`src/yuyv_pkg.sv`:
```
// Shared constants and types for the YUYV to BGR stream converter.
`default_nettype none
package yuyv_pkg;

	localparam int MAX_WIDTH      = 4096;
	localparam int MAX_HEIGHT     = 4096;
	localparam int MAX_LINE_BYTES = 16384;

	localparam int WIDTH_W    = 13;
	localparam int HEIGHT_W   = 13;
	localparam int LINE_W     = 15;
	localparam int CFG_DATA_W = 15;
	localparam int CFG_IDX_W  = 2;

	localparam logic [WIDTH_W-1:0]  FRAME_WIDTH_RST  = WIDTH_W'(640);
	localparam logic [HEIGHT_W-1:0] FRAME_HEIGHT_RST = HEIGHT_W'(480);
	localparam logic [LINE_W-1:0]   LINE_BYTES_RST   = LINE_W'(1280);

	typedef enum logic [CFG_IDX_W-1:0] {
		CFG_FRAME_WIDTH  = 2'd0,
		CFG_FRAME_HEIGHT = 2'd1,
		CFG_LINE_BYTES   = 2'd2
	} cfg_reg_t;

	typedef enum logic [1:0] {
		PH_Y0 = 2'd0,
		PH_U  = 2'd1,
		PH_Y1 = 2'd2,
		PH_V  = 2'd3
	} phase_t;

	// One group (or one error transaction) handed to the output side
	typedef struct packed {
		logic       err;
		logic [7:0] y0;
		logic [7:0] u;
		logic [7:0] y1;
		logic [7:0] v;
		logic       rend;
		logic       fend;
	} job_t;

	typedef struct packed {
		logic [7:0] blue;
		logic [7:0] green;
		logic [7:0] red;
	} pix_t;

endpackage
`default_nettype wire

```
`src/yuyv_to_bgr_stream_core.sv`:
```
// Top level of the YUYV 4:2:2 byte stream to BGR888 pixel converter.
//
// Input channel: one raw byte per transaction (in_valid/in_stall, pixel_byte),
// in Y0 U Y1 V order, line by line with line_bytes source bytes per line;
// bytes past 2*frame_width in a line are padding and are dropped.
// Output channel: one pixel per transaction (out_valid/out_stall) with
// blue/green/red and the group_last, row_end, frame_end and config_error flags.
// Every V byte completing a group yields two pixels; with an invalid
// configuration every byte yields one transaction flagged config_error.
// Configuration: cfg_we/cfg_index/cfg_data, written while idle; a write to
// frame width, frame height or line bytes restarts the frame position.
// The first pixel of a group passes the group holding and output registers
// after the V byte is taken, the second follows. Throughput: one byte per
// cycle while in_stall is low; the single output register sends both in turn.
// Reset restores 640x480, 1280 bytes per line, and clears the position.
// When out_stall holds, padding and non-final group bytes are still taken;
// in_stall rises only for a byte that would produce a result while the group
// holding register is busy.
`default_nettype none
module yuyv_to_bgr_stream_core
	import yuyv_pkg::*;
(
	input  wire logic                  clk,
	input  wire logic                  arst_n,
	input  wire logic                  cfg_we,
	input  wire logic [CFG_IDX_W-1:0]  cfg_index,
	input  wire logic [CFG_DATA_W-1:0] cfg_data,
	input  wire logic                  in_valid,
	output logic                       in_stall,
	input  wire logic [7:0]            pixel_byte,
	output logic                       out_valid,
	input  wire logic                  out_stall,
	output logic [7:0]                 blue,
	output logic [7:0]                 green,
	output logic [7:0]                 red,
	output logic                       group_last,
	output logic                       row_end,
	output logic                       frame_end,
	output logic                       config_error
);

	job_t job;
	logic job_push;
	logic job_free;

	yuyv_framer u_framer (
		.clk        (clk),
		.arst_n     (arst_n),
		.cfg_we     (cfg_we),
		.cfg_index  (cfg_index),
		.cfg_data   (cfg_data),
		.in_valid   (in_valid),
		.in_stall   (in_stall),
		.pixel_byte (pixel_byte),
		.job        (job),
		.job_push   (job_push),
		.job_free   (job_free)
	);

	yuyv_outq u_outq (
		.clk          (clk),
		.arst_n       (arst_n),
		.job          (job),
		.job_push     (job_push),
		.job_free     (job_free),
		.out_valid    (out_valid),
		.out_stall    (out_stall),
		.blue         (blue),
		.green        (green),
		.red          (red),
		.group_last   (group_last),
		.row_end      (row_end),
		.frame_end    (frame_end),
		.config_error (config_error)
	);

endmodule
`default_nettype wire

```
`src/yuyv_framer.sv`:
```
// Configuration registers, line/frame position tracking and group assembly.
`default_nettype none
module yuyv_framer
	import yuyv_pkg::*;
(
	input  wire logic                  clk,
	input  wire logic                  arst_n,
	input  wire logic                  cfg_we,
	input  wire logic [CFG_IDX_W-1:0]  cfg_index,
	input  wire logic [CFG_DATA_W-1:0] cfg_data,
	input  wire logic                  in_valid,
	output logic                       in_stall,
	input  wire logic [7:0]            pixel_byte,
	output job_t                       job,
	output logic                       job_push,
	input  wire logic                  job_free
);

	logic [WIDTH_W-1:0]  frame_width_q;
	logic [HEIGHT_W-1:0] frame_height_q;
	logic [LINE_W-1:0]   line_bytes_q;

	phase_t              phase_q;
	logic [7:0]          held_y0_q;
	logic [7:0]          held_u_q;
	logic [7:0]          held_y1_q;
	logic [LINE_W-1:0]   lbc_q;
	logic [HEIGHT_W-1:0] lc_q;

	logic                cfg_bad;
	logic [LINE_W-1:0]   data_bytes;
	logic                in_data;
	logic                rend;
	logic                fend;
	logic [LINE_W:0]     lbc_inc;
	logic                line_done;
	logic [HEIGHT_W:0]   lc_inc;
	logic                produce;
	logic                accept;

	assign data_bytes = {1'b0, frame_width_q, 1'b0};

	always_comb begin
		cfg_bad = 1'b0;
		if (frame_width_q == '0 || frame_width_q[0] || 32'(frame_width_q) > MAX_WIDTH)
			cfg_bad = 1'b1;
		if (frame_height_q == '0 || 32'(frame_height_q) > MAX_HEIGHT)
			cfg_bad = 1'b1;
		if (line_bytes_q < data_bytes || 32'(line_bytes_q) > MAX_LINE_BYTES)
			cfg_bad = 1'b1;
	end

	assign in_data   = lbc_q < data_bytes;
	assign rend      = lbc_q == (data_bytes - LINE_W'(1));
	assign fend      = rend && (lc_q == (frame_height_q - HEIGHT_W'(1)));
	assign lbc_inc   = {1'b0, lbc_q} + (LINE_W+1)'(1);
	assign line_done = lbc_inc >= {1'b0, line_bytes_q};
	assign lc_inc    = {1'b0, lc_q} + (HEIGHT_W+1)'(1);

	assign produce  = cfg_bad || (in_data && phase_q == PH_V);
	assign in_stall = produce && !job_free;
	assign accept   = in_valid && !in_stall;
	assign job_push = accept && produce;

	always_comb begin
		job.err  = cfg_bad;
		job.y0   = held_y0_q;
		job.u    = held_u_q;
		job.y1   = held_y1_q;
		job.v    = pixel_byte;
		job.rend = rend;
		job.fend = fend;
	end

	always_ff @(posedge clk or negedge arst_n) begin
		if (!arst_n) begin
			frame_width_q  <= FRAME_WIDTH_RST;
			frame_height_q <= FRAME_HEIGHT_RST;
			line_bytes_q   <= LINE_BYTES_RST;
			phase_q        <= PH_Y0;
			lbc_q          <= '0;
			lc_q           <= '0;
		end else if (cfg_we) begin
			case (cfg_reg_t'(cfg_index))
				CFG_FRAME_WIDTH: begin
					frame_width_q <= cfg_data[WIDTH_W-1:0];
					phase_q       <= PH_Y0;
					lbc_q         <= '0;
					lc_q          <= '0;
				end
				CFG_FRAME_HEIGHT: begin
					frame_height_q <= cfg_data[HEIGHT_W-1:0];
					phase_q        <= PH_Y0;
					lbc_q          <= '0;
					lc_q           <= '0;
				end
				CFG_LINE_BYTES: begin
					line_bytes_q <= cfg_data[LINE_W-1:0];
					phase_q      <= PH_Y0;
					lbc_q        <= '0;
					lc_q         <= '0;
				end
				default: begin
				end
			endcase
		end else if (accept && !cfg_bad) begin
			if (line_done) begin
				phase_q <= PH_Y0;
				lbc_q   <= '0;
				if (lc_inc >= {1'b0, frame_height_q})
					lc_q <= '0;
				else
					lc_q <= lc_inc[HEIGHT_W-1:0];
			end else begin
				lbc_q <= lbc_inc[LINE_W-1:0];
				if (in_data)
					phase_q <= phase_t'(phase_q + 2'd1);
			end
		end
	end

	always_ff @(posedge clk) begin
		if (accept && !cfg_bad && in_data) begin
			case (phase_q)
				PH_Y0:   held_y0_q <= pixel_byte;
				PH_U:    held_u_q  <= pixel_byte;
				PH_Y1:   held_y1_q <= pixel_byte;
				default: begin
				end
			endcase
		end
	end

	a_bad_cfg_holds_pos: assert property (@(posedge clk) disable iff (!arst_n)
		accept && cfg_bad && !cfg_we |=> lbc_q == $past(lbc_q) && lc_q == $past(lc_q))
		else $error("position advanced under invalid configuration");

	a_pos_in_line: assert property (@(posedge clk) disable iff (!arst_n)
		!cfg_bad |-> lbc_q < line_bytes_q && lc_q < frame_height_q)
		else $error("line position out of range");

	a_padding_phase: assert property (@(posedge clk) disable iff (!arst_n)
		!cfg_bad && !in_data |-> phase_q == PH_Y0)
		else $error("group phase not aligned at padding");

endmodule
`default_nettype wire

```
`src/yuyv_convert.sv`:
```
// YUV to BGR conversion of one pixel with chroma offsets and clamping.
`default_nettype none
module yuyv_convert
	import yuyv_pkg::*;
(
	input  wire logic [7:0] y,
	input  wire logic [7:0] u,
	input  wire logic [7:0] v,
	output pix_t            pix
);

	logic signed [8:0]  uc;
	logic signed [8:0]  vc;
	logic signed [17:0] r_prod;
	logic signed [17:0] g_prod;
	logic signed [17:0] b_prod;
	logic signed [17:0] r_shr;
	logic signed [17:0] g_shr;
	logic signed [17:0] b_shr;
	logic signed [10:0] ys;
	logic signed [10:0] r_sum;
	logic signed [10:0] g_sum;
	logic signed [10:0] b_sum;

	function automatic logic [7:0] clamp8(input logic signed [10:0] x);
		logic [7:0] r;
		if (x < 0)
			r = 8'd0;
		else if (x > 11'sd255)
			r = 8'd255;
		else
			r = x[7:0];
		return r;
	endfunction

	assign uc = $signed({1'b0, u}) - 9'sd128;
	assign vc = $signed({1'b0, v}) - 9'sd128;

	assign r_prod = 18'sd359 * 18'(vc);
	assign g_prod = -(18'sd88 * 18'(uc)) - 18'sd183 * 18'(vc);
	assign b_prod = 18'sd454 * 18'(uc);

	// arithmetic shift gives floor division by 256
	assign r_shr = r_prod >>> 8;
	assign g_shr = g_prod >>> 8;
	assign b_shr = b_prod >>> 8;

	assign ys    = $signed({3'b000, y});
	assign r_sum = ys + $signed(r_shr[10:0]);
	assign g_sum = ys + $signed(g_shr[10:0]);
	assign b_sum = ys + $signed(b_shr[10:0]);

	always_comb begin
		pix.red   = clamp8(r_sum);
		pix.green = clamp8(g_sum);
		pix.blue  = clamp8(b_sum);
	end

endmodule
`default_nettype wire

```
`src/yuyv_outq.sv`:
```
// Group holding and output registers sending a group's two pixels, or one error item.
`default_nettype none
module yuyv_outq
	import yuyv_pkg::*;
(
	input  wire logic clk,
	input  wire logic arst_n,
	input  wire job_t job,
	input  wire logic job_push,
	output logic      job_free,
	output logic      out_valid,
	input  wire logic out_stall,
	output logic [7:0] blue,
	output logic [7:0] green,
	output logic [7:0] red,
	output logic      group_last,
	output logic      row_end,
	output logic      frame_end,
	output logic      config_error
);

	job_t       job_s1;
	logic       valid_s1;
	logic       idx_s1;
	logic       load_ok;
	logic       emit;
	logic       last;
	logic [7:0] y_sel;
	pix_t       pix;

	assign load_ok  = !out_valid || !out_stall;
	assign emit     = valid_s1 && load_ok;
	assign last     = job_s1.err || idx_s1;
	assign job_free = !valid_s1 || (load_ok && last);
	assign y_sel    = idx_s1 ? job_s1.y1 : job_s1.y0;

	yuyv_convert u_convert (
		.y   (y_sel),
		.u   (job_s1.u),
		.v   (job_s1.v),
		.pix (pix)
	);

	always_ff @(posedge clk or negedge arst_n) begin
		if (!arst_n) begin
			valid_s1  <= 1'b0;
			idx_s1    <= 1'b0;
			out_valid <= 1'b0;
		end else begin
			if (job_push) begin
				valid_s1 <= 1'b1;
				idx_s1   <= 1'b0;
			end else if (emit) begin
				if (last) begin
					valid_s1 <= 1'b0;
					idx_s1   <= 1'b0;
				end else begin
					idx_s1 <= 1'b1;
				end
			end
			if (emit)
				out_valid <= 1'b1;
			else if (!out_stall)
				out_valid <= 1'b0;
		end
	end

	always_ff @(posedge clk) begin
		if (job_push)
			job_s1 <= job;
		if (emit) begin
			if (job_s1.err) begin
				blue         <= 8'd0;
				green        <= 8'd0;
				red          <= 8'd0;
				group_last   <= 1'b0;
				row_end      <= 1'b0;
				frame_end    <= 1'b0;
				config_error <= 1'b1;
			end else begin
				blue         <= pix.blue;
				green        <= pix.green;
				red          <= pix.red;
				group_last   <= idx_s1;
				row_end      <= idx_s1 && job_s1.rend;
				frame_end    <= idx_s1 && job_s1.fend;
				config_error <= 1'b0;
			end
		end
	end

	a_push_when_free: assert property (@(posedge clk) disable iff (!arst_n)
		job_push |-> job_free)
		else $error("group pushed into a busy holding register");

	a_second_pixel_valid: assert property (@(posedge clk) disable iff (!arst_n)
		idx_s1 |-> valid_s1 && !job_s1.err)
		else $error("second pixel pending without a valid group");

	a_err_zero: assert property (@(posedge clk) disable iff (!arst_n)
		out_valid && config_error |-> blue == 8'd0 && green == 8'd0 && red == 8'd0
			&& !group_last && !row_end && !frame_end)
		else $error("error transaction carries pixel data");

	a_frame_end_flags: assert property (@(posedge clk) disable iff (!arst_n)
		out_valid && frame_end |-> row_end && group_last)
		else $error("frame end without row end on second pixel");

endmodule
`default_nettype wire

```
`config.mk`:
```
export PLATFORM = sky130hd
export DESIGN_NAME = yuyv_to_bgr_stream_core
export DESIGN_NICKNAME = d
export VERILOG_FILES = /design/src/yuyv_pkg.sv /design/src/yuyv_to_bgr_stream_core.sv /design/src/yuyv_framer.sv /design/src/yuyv_convert.sv /design/src/yuyv_outq.sv
export SDC_FILE = /design/constraint.sdc
export NUM_CORES = 1
export LEC_CHECK = 0
export BUFFER_PORTS_ARGS = -buffer_cell sky130_fd_sc_hd__buf_2
export CORE_ASPECT_RATIO = 1.2
export CORE_MARGIN = 4
export CORE_UTILIZATION = 39
export DETAILED_ROUTE_END_ITERATION = 7
export HOLD_SLACK_MARGIN = 0.15
export PLACE_DENSITY = 0.62
export SKIP_LAST_GASP = 1
export SLEW_MARGIN = 40
export SYNTH_ARGS = -nofsm -noshare
export SYNTH_HDL_FRONTEND = slang
export SYNTH_SLANG_ARGS = --single-unit
```
`constraint.sdc`:
```
create_clock -name clk -period 7.7 [get_ports clk]
set_clock_uncertainty 0.1 [all_clocks]
set_input_delay 0.385 -clock clk [delete_from_list [all_inputs] [get_ports clk]]
set_output_delay 0.385 -clock clk [all_outputs]
set_load 0.02 [all_outputs]
```
# Word level (Yosys, flattened, before mapping)

Cells that the tools add are included.

Add/subtract/negate cells: 12
Multipliers: 4
Magnitude comparators: 13
Equal/unequal tests: 9
Muxes and demuxes: 30
Reduce and logical (&&, ||, !) cells: 48

Operators with widths:

| kind                  | count |
|---|---|
| $mux 13               | 5 |
| $mux 15               | 4 |
| $add 9x10->11         | 3 |
| $gt 11x9->1 const B   | 3 |
| $lt 11x1->1 const B   | 3 |
| $mux 8                | 4 |
| $lt 15x14->1          | 2 |
| $gt 13x13->1 const B  | 2 |
| $logic_not 13->1      | 2 |
| $mul 10x9->18 const A | 1 |
| $mul 9x9->18 const A  | 1 |
| $neg 17->18           | 1 |
| $sub 18x18->18        | 1 |
| $sub 8x8->9 const B   | 2 |
| $mul 9x9->17 const A  | 1 |
| $add 15x1->16 const B | 1 |
| $ge 16x15->1          | 1 |
| $reduce_and 2->1      | 8 |
| $eq 15x15->1          | 1 |
| $gt 15x15->1 const B  | 1 |
| $sub 14x1->15 const B | 1 |
| $add 13x1->14 const B | 1 |
| $ge 14x13->1          | 1 |
| $mul 5x9->14 const A  | 1 |
| 18 further kinds      | 65 |

Flip-flop bits (word level): 161
Input port bits: 30
Output and inout port bits: 30
Logic and storage cells: 142

# Longest topological paths before layout

Gate-level depths: netlist of run 1.

Depth in word-level cells: 13
Mapped depth: 34
Mapped depth without buffers: 34

# Cells and area by module

Synthesis of run 1 repeated with hierarchy kept, for this count alone.

Cells, all modules: 1635
Area total of the unflattened synthesis: 16021.6 sq um

By module, submodules not included:

| module       | times used | cells an instance | area each (sq um) | seq. area each (sq um) |
|---|---|---|---|---|
| yuyv_convert | 1          | 846               | 7335.8            | 0.0 |
| yuyv_framer  | 1          | 677               | 6366.1            | 2507.4 |
| yuyv_outq    | 1          | 112               | 2319.7            | 1966.9 |

# Least setup slack after synthesis of run 1

Ideal clock, no wire load.

Kind: reg-to-reg
From: register u_outq.job_s1[19] in the netlist's numbering
To: register u_outq.green[2], data pin
Setup time: 283 ps
Arrival: 7570 ps
Data required time: 7317 ps
Setup slack: -253 ps
Cell stages (with the launch flop): 34
Buffers on the path: 0
Clock period less this slack: 7953 ps
Cell sequence: edfxtp_1 > ha_1 > inv_1 > fa_1 > inv_1 > ha_1 > nor2b_1 > o21ai_0 > a21boi_0 > o21ai_0 > and3_1 > nor2_1 > ha_1 > ha_1 > inv_1 > fa_1 > fa_1 > inv_1 > fa_1 > inv_1 > ha_1 > nand3_1 > a2bb2oi_1 > nand3b_1 > a21o_1 > xor2_1 > ha_1 > o21a_1 > o31ai_1 > a21oi_1 > nor4_1 > mux2_2 > nor4_2 > a31oi_1

Word-level cells in the longest chain between the ends: 7
Elaborated cells on any way between the ends: 9
Those cells by class: add/sub: 4; mul: 1; order compare: 2; mux: 1; reduce/logical: 1

Ends and longest elaborated chain:

| item                                       | line                                   | source |
|---|---|---|
| start, declared                            | yuyv_outq.sv:22                        | `job_t job_s1;` |
| start signal, assigned                     | yuyv_outq.sv:70                        | `job_s1 <= job;` |
| $sub 8x8->9 (*)                            | yuyv_convert.sv:36                     | `assign uc = $signed({1'b0, u}) - 9'sd128;` |
| $mul 5x9->14 (*)                           | yuyv_convert.sv:40                     | `assign g_prod = -(18'sd88 * 18'(uc)) - 18'sd183 * 18'(vc);` |
| $neg 17->18 (*)                            | yuyv_convert.sv:40                     |  |
| $sub 18x18->18 (*)                         | yuyv_convert.sv:40                     |  |
| $add 9x10->11 (*)                          | yuyv_convert.sv:50                     | `assign g_sum = ys + $signed(g_shr[10:0]);` |
| $gt 11x9->1 or $lt 11x1->1 (tied branches) | yuyv_convert.sv:29, yuyv_convert.sv:27 |  |
| $mux 8 or $reduce_or 2->1 (tied branches)  | -                                      |  |
| end signal, assigned                       | yuyv_outq.sv:82                        | `green <= pix.green;` |
| end, declared                              | yuyv_outq.sv:14                        | `output logic [7:0] green,` |

Every way passes the cells marked *; elsewhere a longest branch is shown, timed or not.
A chain may end at the register's enable or synchronous reset.

# Worst setup path in the final report of run 1

From: register u_outq.job_s1[21] in the netlist's numbering
To: register u_outq.green[6], data pin

Same word-level chain as after synthesis.

==> metrics, run 1 <==
global-route wire length before repair 63100 um; post-synth cell types 81; largest net degree at the start of global routing 75; full die area 44000 um2; HPWL after DPL 30700 um; Avg WL per Cell 16.8 um; Num CTS Buffers 17; R2R depth 34; status complete, no violations; Critical R2R Capture u_outq.green[6]; WHS Path Cells 3; vias per inst 5.22; Initial DRC Count 563; flop and latch count out of synthesis 161; Vias 11900; main combinational cell family by area after synthesis adder cells; Final Critical Period 7560 ps; final core occ 0.461; Synth Cell Area 15900 um2; crit end category flip-flop; Ports 60; ANT nets after route 0; Worst-Skew Late Latency 450 ps; Die H 229 um; critical path's slowest cell fa_1; Adder-Cell Fraction of Synth Area 0.308; Startpoint Class flip-flop; Mapped Nets 1960; CTS root buffer clkbuf_16; clock sinks 161; Initial Util 0.396; cells after synthesis 1590; initial antenna violation count 1; Top FF cell, synth edfxtp_1; Yosys warnings 0; synthesis-to-finish area growth 16.4%; Rel. slew slack 0.445; fmax 0.132 GHz; commonest cells after routing, fill and taps aside inv_1, ha_1, edfxtp_1, fa_1, buf_4; Arr. time, crit path 7620 ps; commonest non-fill, non-tap cell in the layout inv_1; total track usage 0.179; mux cell area share after synthesis 0.0410; flop2flop setup slack 140 ps; layout cell share with drive strength beyond 1 0.171; Die X 192 um; routed wire length 38400 um; compound-cell area share of the yosys netlist 0.125; Max Fanout on Critical Path 8; Final GP Congestion 0.866; number of enable flip-flop cells after synthesis 87; Post-Synth XOR/XNOR Area 0.0628; worst stage delay on the critical path 510 ps; Final Hold Fails 0; CP Launch Point u_outq.job_s1[21]; Post-Synth Simple-Gate Area 0.111; reg2reg start u_outq.job_s1[21]; vias in the first global route 12400; IO buf count 59; period utilization 0.982; grt ovf 0; max-slew violation count 0; Post-route DRC 0; Clock Pin Slew Worst Setup and Hold Paths 70 ps; Final Setup Violations 0; Max Root-Sink Buffers 2; min-delay src cfg_data[12]; num rows 80; Setup Crit Path Kind flip-flop to flip-flop; Placeable Area 40000 um2; max-cap violation count 0; nets 2107; # H-tree levels 4; Req. time, crit path 7760 ps; RSZ-0062 raised after global routing true; Min-Delay Endpoint u_framer.frame_width_q[12]; Worst Hold Class primary input to flip-flop; TritonCTS clock tree yes; register area share after synthesis 0.282; drt pass-1 iters 5; share of synthesized flip-flops with an asynchronous set or reset 0.460; syn avg cell area 9.98 um2; Worst Tran Pin Value 833 ps
[cells by family after synthesis]
| kind of cell | after synthesis |
|---|---|
| and+or+nand+nor | 330 |
| DFF | 161 |
| AOI/OAI and AO/OA | 293 |
| buffers and inverters | 297 |
| muxes | 55 |
| adders and majority gates | 341 |
| xor gates and xnor gates | 113 |
[through the flow]
step	cells	setup WS, ps	area (um2)	setup TNS [ps]	hold slack [ps]
5_1_grt	2284	-172	18500	-1260	196
3_5_place_dp	2217	-208	17300	-1540	305
4_1_cts	2277	2.20	18200	0	151
2_1_floorplan	1590	4.66	15900	0	-10.6
3_3_place_gp	2217	-112	17300	-859	303
6_report	2285	141	18500	0	160
[flip-flops by register name (all words and copies together) (netlist names), 13 cells and up]
name	cells
u_framer.frame_height_q	13
u_framer.frame_width_q	13
u_framer.lbc_q	15
u_framer.lc_q	13
u_framer.line_bytes_q	15
u_outq.job_s1	35
[cell usage after synthesis, types with 11 or more instances]
cell type / instances / share of area
and3_1: 19 / 0.0075
xnor2_1: 59 / 0.033
and2_1: 16 / 0.0063
edfxtp_1: 87 / 0.16
nand2b_1: 13 / 0.0051
clkbuf_1: 25 / 0.0059
a21oi_1: 64 / 0.020
xor2_1: 53 / 0.029
nor3_1: 26 / 0.0082
mux2_2: 41 / 0.029
a21o_1: 30 / 0.014
o21ai_0: 61 / 0.019
nor2_1: 63 / 0.015
nor2b_1: 14 / 0.0055
nand2_1: 71 / 0.017
fa_1: 83 / 0.10
nor4_1: 11 / 0.0043
dfrtp_1: 66 / 0.10
nand4_1: 15 / 0.0059
nand3_1: 36 / 0.011
o211ai_1: 15 / 0.0071
ha_1: 257 / 0.20
a31oi_1: 18 / 0.0071
inv_1: 262 / 0.062
[what timing repair did]
action                                  4_1_cts  5_1_grt
pin swaps                                    20       42
buffers inserted                              3        6
endpoints found under the setup margin        8        8
gates cloned                                  0        0
hold buffers                                 25        0
endpoints found under the hold margin       132        0
gates resized for setup                      14       39
[worst max path at each step]
stage                           end  slack (ps)
floorplan           u_outq.green[0]           5
global placement    u_outq.green[1]        -110
detailed placement  u_outq.green[6]        -210
CTS                 u_outq.green[1]           2
global route        u_outq.green[6]        -170
finish              u_outq.green[6]         140
[routing by layer]
metal	vias to the layer above	global-route usage	wire length (um)
li1	5842	-	-
met1	5791	0.211	15700
met2	218	0.323	19900
met3	70	0.0254	1300
met4	0	0.0718	1520
met5	-	0	0
[cell type report]
| cell class | count | area, um2 |
|---|---|---|
| Fill cell | 3765 | 21600 |
| Multi-Input combinational cell | 1132 | 10600 |
| Inverter | 263 | 987 |
| Sequential cell | 161 | 4470 |
| Antenna cell | 2 | 5.00 |
| Tap cell | 533 | 667 |
| Clock inverter | 14 | 174 |
| Clock buffer | 18 | 429 |
| Timing Repair Buffer | 162 | 1150 |
[critical path: cells and delay by family (launching register included)]
family	cells	cell delay, ps
XOR/XNOR	1	150
AO/OA/AOI/OAI	9	1310
adder cells (fa/ha/maj)	10	3640
AND/OR/NAND/NOR	7	990
flip-flops	1	420
multiplexers	1	270
buffers and inverters	6	390
Power of run 1 is left out: the tool's default activity adds up to more than one toggle a clock period on the data nets, which glitch-free logic cannot reach.
==> inputs of run 2 (changes only) <==
Settings changed: CORE_UTILIZATION 39 to 55, PLACE_DENSITY 0.62 to 0.8.
==> run 2 against run 1 <==
  * Final cell count shrank 7.7%
  * Die area is 28% lower
  * Cell area is 1.4% lower
  * Setup slack worse by 330 ps
  * The run now ends with DRC, setup timing left
  * Flip-flop and latch count unchanged
  * Utilization is 19 points higher
  * Highest routed layer unchanged
  * Global-route usage up 6.4 points
==> metrics, run 2 (synthesized netlist as in run 1, its figures left out) <==
Ports 60; Largest regs u_outq.job_s1: 35 flops, u_framer.lbc_q: 15 flops, u_framer.line_bytes_q: 15 flops; Max Fanout on Critical Path 8; drt pass-1 iters 8; worst hold slack 170 ps; Initial DRC Count 761; Final GP Congestion 0.910; layout cell share with drive strength beyond 1 0.165; Final Hold Fails 0; fmax 0.127 GHz; full die area 31700 um2; CP most frequent cell fa_1; Most flops, register u_outq.job_s1; Req. time, crit path 7770 ps; HPWL after DPL 29200 um; Die X 163 um; global-route wire length before repair 62300 um; Worst-Skew Late Latency 440 ps; Arr. time, crit path 7960 ps; Startpoint Class flip-flop; vias in the first global route 12800; CTS root buffer clkbuf_16; ANT nets after route 0; worst setup margin -189 ps; violated checks DRC, setup timing; clock sinks 161; Die H 194 um; IO buf count 59; ANT cells 0; max-cap violation count 0; commonest non-fill, non-tap cell in the layout inv_1; Worst Tran Pin Value 767 ps; crit end category flip-flop; Placeable Area 28200 um2; status finished with violations; routed wire length 38800 um; Avg WL per Cell 18.4 um; commonest cells after routing, fill and taps aside inv_1, ha_1, edfxtp_1, fa_1, nand2_1; vias per inst 5.86; Final Critical Period 7890 ps; TritonCTS clock tree yes; max-slew violation count 0; grt ovf 0; Initial Util 0.564; Setup Crit Path Kind flip-flop to flip-flop; Rel. slew slack 0.489; Vias 12400; total track usage 0.243; initial antenna violation count 0; critical path's slowest cell fa_1; worst stage delay on the critical path 540 ps; RSZ-0062 raised after global routing true; # H-tree levels 4; Worst Hold Class primary input to flip-flop; period utilization 1.02; synthesis-to-finish area growth 14.7%; Post-route DRC 1; Largest register FFs 35; Final Setup Violations 8; Max Root-Sink Buffers 2; num rows 67; largest net degree at the start of global routing 75; nets 2088; Setup WS pre-CTS -355 ps; final core occ 0.647; Num CTS Buffers 17; Clock Pin Slew Worst Setup and Hold Paths 80 ps
## run 2: cell count changes in the layout (fill, tap and decap cells not counted), sizes merged, moves of 2 or more
cell,delta
clkinv,+4
bufinv,-2
diode,-2
buf,-18
clkinvlp,-2
## run 2: path summary, 6_finish.rpt
kind | from | to | slack [ps] | cells after the start
setup / recovery | u_outq.job_s1[20] | u_outq.green[1] | -190 | 33
hold / removal | pixel_byte[4] | u_outq.job_s1[6] | 170 | 1
setup reg to reg | u_outq.job_s1[20] | u_outq.green[1] | -190 | 33
hold reg to reg | u_framer.held_y0_q[1] | u_outq.job_s1[27] | 310 | 0
max in group asynchronous | arst_n | u_framer.phase_q[1] | 6600 | 2
min in group asynchronous | arst_n | u_framer.lc_q[2] | 430 | 2
## run 2: critical path, delay by kind of cell (launching register included)
| family | cells | cell delay [ps] |
|---|---|---|
| flops | 1 | 410 |
| xor+xnor | 2 | 370 |
| mux | 1 | 290 |
| fa+ha+maj | 9 | 3570 |
| compound gates | 9 | 1530 |
| simple gates | 3 | 390 |
| buf+inv | 9 | 970 |
## run 2: layer usage
metal	wire, um	track usage	part of all wire	vias to the layer above
met5	0	0	0	-
met4	2590	0.149	0.067	0
met3	1810	0.0353	0.047	156
met2	19700	0.422	0.51	411
met1	14700	0.281	0.38	5984
li1	-	-	-	5811
## run 2: final cells by class
class | count | area (um2)
inverters | 263 | 987
multi-input cells | 1132 | 10600
fillers | 2109 | 9950
repair buffers | 143 | 1010
clock inverters | 15 | 201
clock buffers | 17 | 425
flip-flops and latches | 161 | 4470
well taps | 379 | 474
## run 2: stage by stage
stage	instances	setup TNS [ps]	cell area, um2
floorplan	1590	0	15900
global placement	2035	-850	16900
detailed placement	2035	-2570	16900
CTS	2106	0	18000
global route	2110	-3680	18200
finish	2110	-1370	18200
## run 2: what timing repair did
| item | 4_1_cts | 5_1_grt |
|---|---|---|
| pin swaps | 38 | 28 |
| resized for setup | 34 | 26 |
| endpoints found under the hold margin | 115 | 0 |
| setup buffers | 15 | 3 |
| hold buffers | 24 | 0 |
| setup endpoints to repair | 8 | 8 |
| cloned | 0 | 0 |
Power of run 2 is left out for the same reason.
==> inputs of run 3 (changes only) <==
Clock period 7.7 ns to 6.5 ns, I/O delays scaled along.
==> run 3 against run 2 <==
  * The flow finishes with violations (setup timing)
  * Setup slack worse by 980 ps
  * Non-clock buffer count grew 95
  * Critical path type unchanged
  * Die area stayed put
  * Clock-buffer cell count increased by 1
  * Utilization rose by 3.4 points
  * Cell area increased by 5.3%
  * Critical path depth increased by 2
  * Worst hold slack better by 150 ps
  * Global-route usage is 1.1 points higher
  * Critical endpoint is now u_outq.green[2]
  * Final cell count up 4.5%
  * First-iteration DRC count down 2.6%
==> metrics, run 3 (synthesized netlist as in run 1, its figures left out) <==
status finished with violations; violated checks setup timing; ANT nets after route 0; final core occ 0.681; dpl cell area 17600 um2; Max Fanout on Critical Path 8; Largest register FFs 35; grt ovf 0; flop2flop setup slack -1170 ps; Most flops, register u_outq.job_s1; Final Critical Period 7670 ps; WHS Path Cells 0; Startpoint Class flip-flop; max-slew violation count 0; TritonCTS clock tree yes; Final GP Congestion 0.904; Die H 194 um; IO buf count 59; full die area 31700 um2; num rows 67; CTS root buffer clkbuf_16; Critical R2R Capture u_outq.green[2]; total track usage 0.254; Num CTS Buffers 17; design area 19200 um2; synthesis-to-finish area growth 20.8%; Initial Util 0.564; Final Hold Fails 0; worst setup margin -1170 ps; commonest cells after routing, fill and taps aside inv_1, ha_1, buf_4, edfxtp_1, fa_1; Initial DRC Count 741; CP most frequent cell inv_2; # H-tree levels 4; clock sinks 161; Clock Pin Slew Worst Setup and Hold Paths 70 ps; Rel. slew slack 0.407; min-delay src u_framer.held_y1_q[6]; Avg WL per Cell 18.7 um; Ports 60; Final Setup Violations 8; layout cell share with drive strength beyond 1 0.232; Largest regs u_outq.job_s1: 35 flops, u_framer.lbc_q: 15 flops, u_framer.line_bytes_q: 15 flops; reg2reg start u_outq.job_s1[21]; RSZ-0062 raised after global routing true; max-cap violation count 0; vias in the first global route 13300; ANT cells 0; Vias 12800; vias per inst 5.82; Worst Tran Pin Value 884 ps; R2R depth 35; Post-route DRC 0; initial antenna violation count 0; fmax 0.130 GHz; crit end category flip-flop; drt pass-1 iters 7; setup tns final -9270 ps; Arr. time, crit path 7750 ps; Req. time, crit path 6580 ps; Worst Hold Class flip-flop to flip-flop; Placeable Area 28200 um2; commonest non-fill, non-tap cell in the layout inv_1; Max Root-Sink Buffers 2; global-route wire length before repair 64600 um; Worst-Skew Late Latency 430 ps; critical path's slowest cell fa_1; largest net degree at the start of global routing 75; Die X 163 um; period utilization 1.18; HPWL after DPL 30400 um; Min-Delay Endpoint u_outq.job_s1[16]; worst stage delay on the critical path 540 ps; Setup WS pre-CTS -1230 ps; nets 2183; routed wire length 41200 um; Setup Crit Path Kind flip-flop to flip-flop
## run 3: layout make-up
type	count	area, um2
Multi-Input combinational cell	1132	10900
Fill cell	1984	8990
Sequential cell	161	4470
Timing Repair Buffer	238	1760
Inverter	263	992
Tap cell	379	474
Clock buffer	18	429
Clock inverter	14	169
## run 3: routing by layer
layer  GRT usage  vias to the layer above  share of wire
met3      0.0361                      149          0.043
met4       0.130                        0          0.058
met2       0.467                      398           0.53
met1       0.282                     6306           0.37
met5           0                        -              0
li1            -                     5979              -
## run 3: worst max-delay path by stage
stage	slack [ps]	depth (start not counted)	end	start
5_1_grt	-1440	35	u_outq.green[4]	u_outq.job_s1[21]
2_1_floorplan	-880	33	u_outq.green[2]	u_outq.job_s1[19]
3_3_place_gp	-970	34	u_outq.green[5]	u_outq.job_s1[21]
6_report	-1170	35	u_outq.green[2]	u_outq.job_s1[21]
3_5_place_dp	-1230	31	u_outq.green[2]	u_outq.job_s1[21]
4_1_cts	-1090	34	u_outq.green[2]	u_outq.job_s1[21]
## run 3: timing repair
action	in CTS	in global routing
setup buffers	10	25
hold buffers	26	0
cloned	0	0
setup endpoints to repair	24	24
endpoints found under the hold margin	142	0
resized for setup	29	88
pin swaps	37	46
## run 3: stage by stage
step                hold slack (ps)  std cells
global route                    325       2205
floorplan                     -70.6       1590
finish                          315       2205
CTS                             305       2181
detailed placement              305       2113
global placement                301       2113
## run 3: critical path, delay by kind of cell (launching register included)
family | cells | cell delay [ps]
flops | 1 | 460
xor+xnor | 1 | 200
compound gates | 8 | 1050
fa+ha+maj | 10 | 3730
simple gates | 7 | 1000
mux | 1 | 290
buf+inv | 8 | 580
Power of run 3 is left out for the same reason.
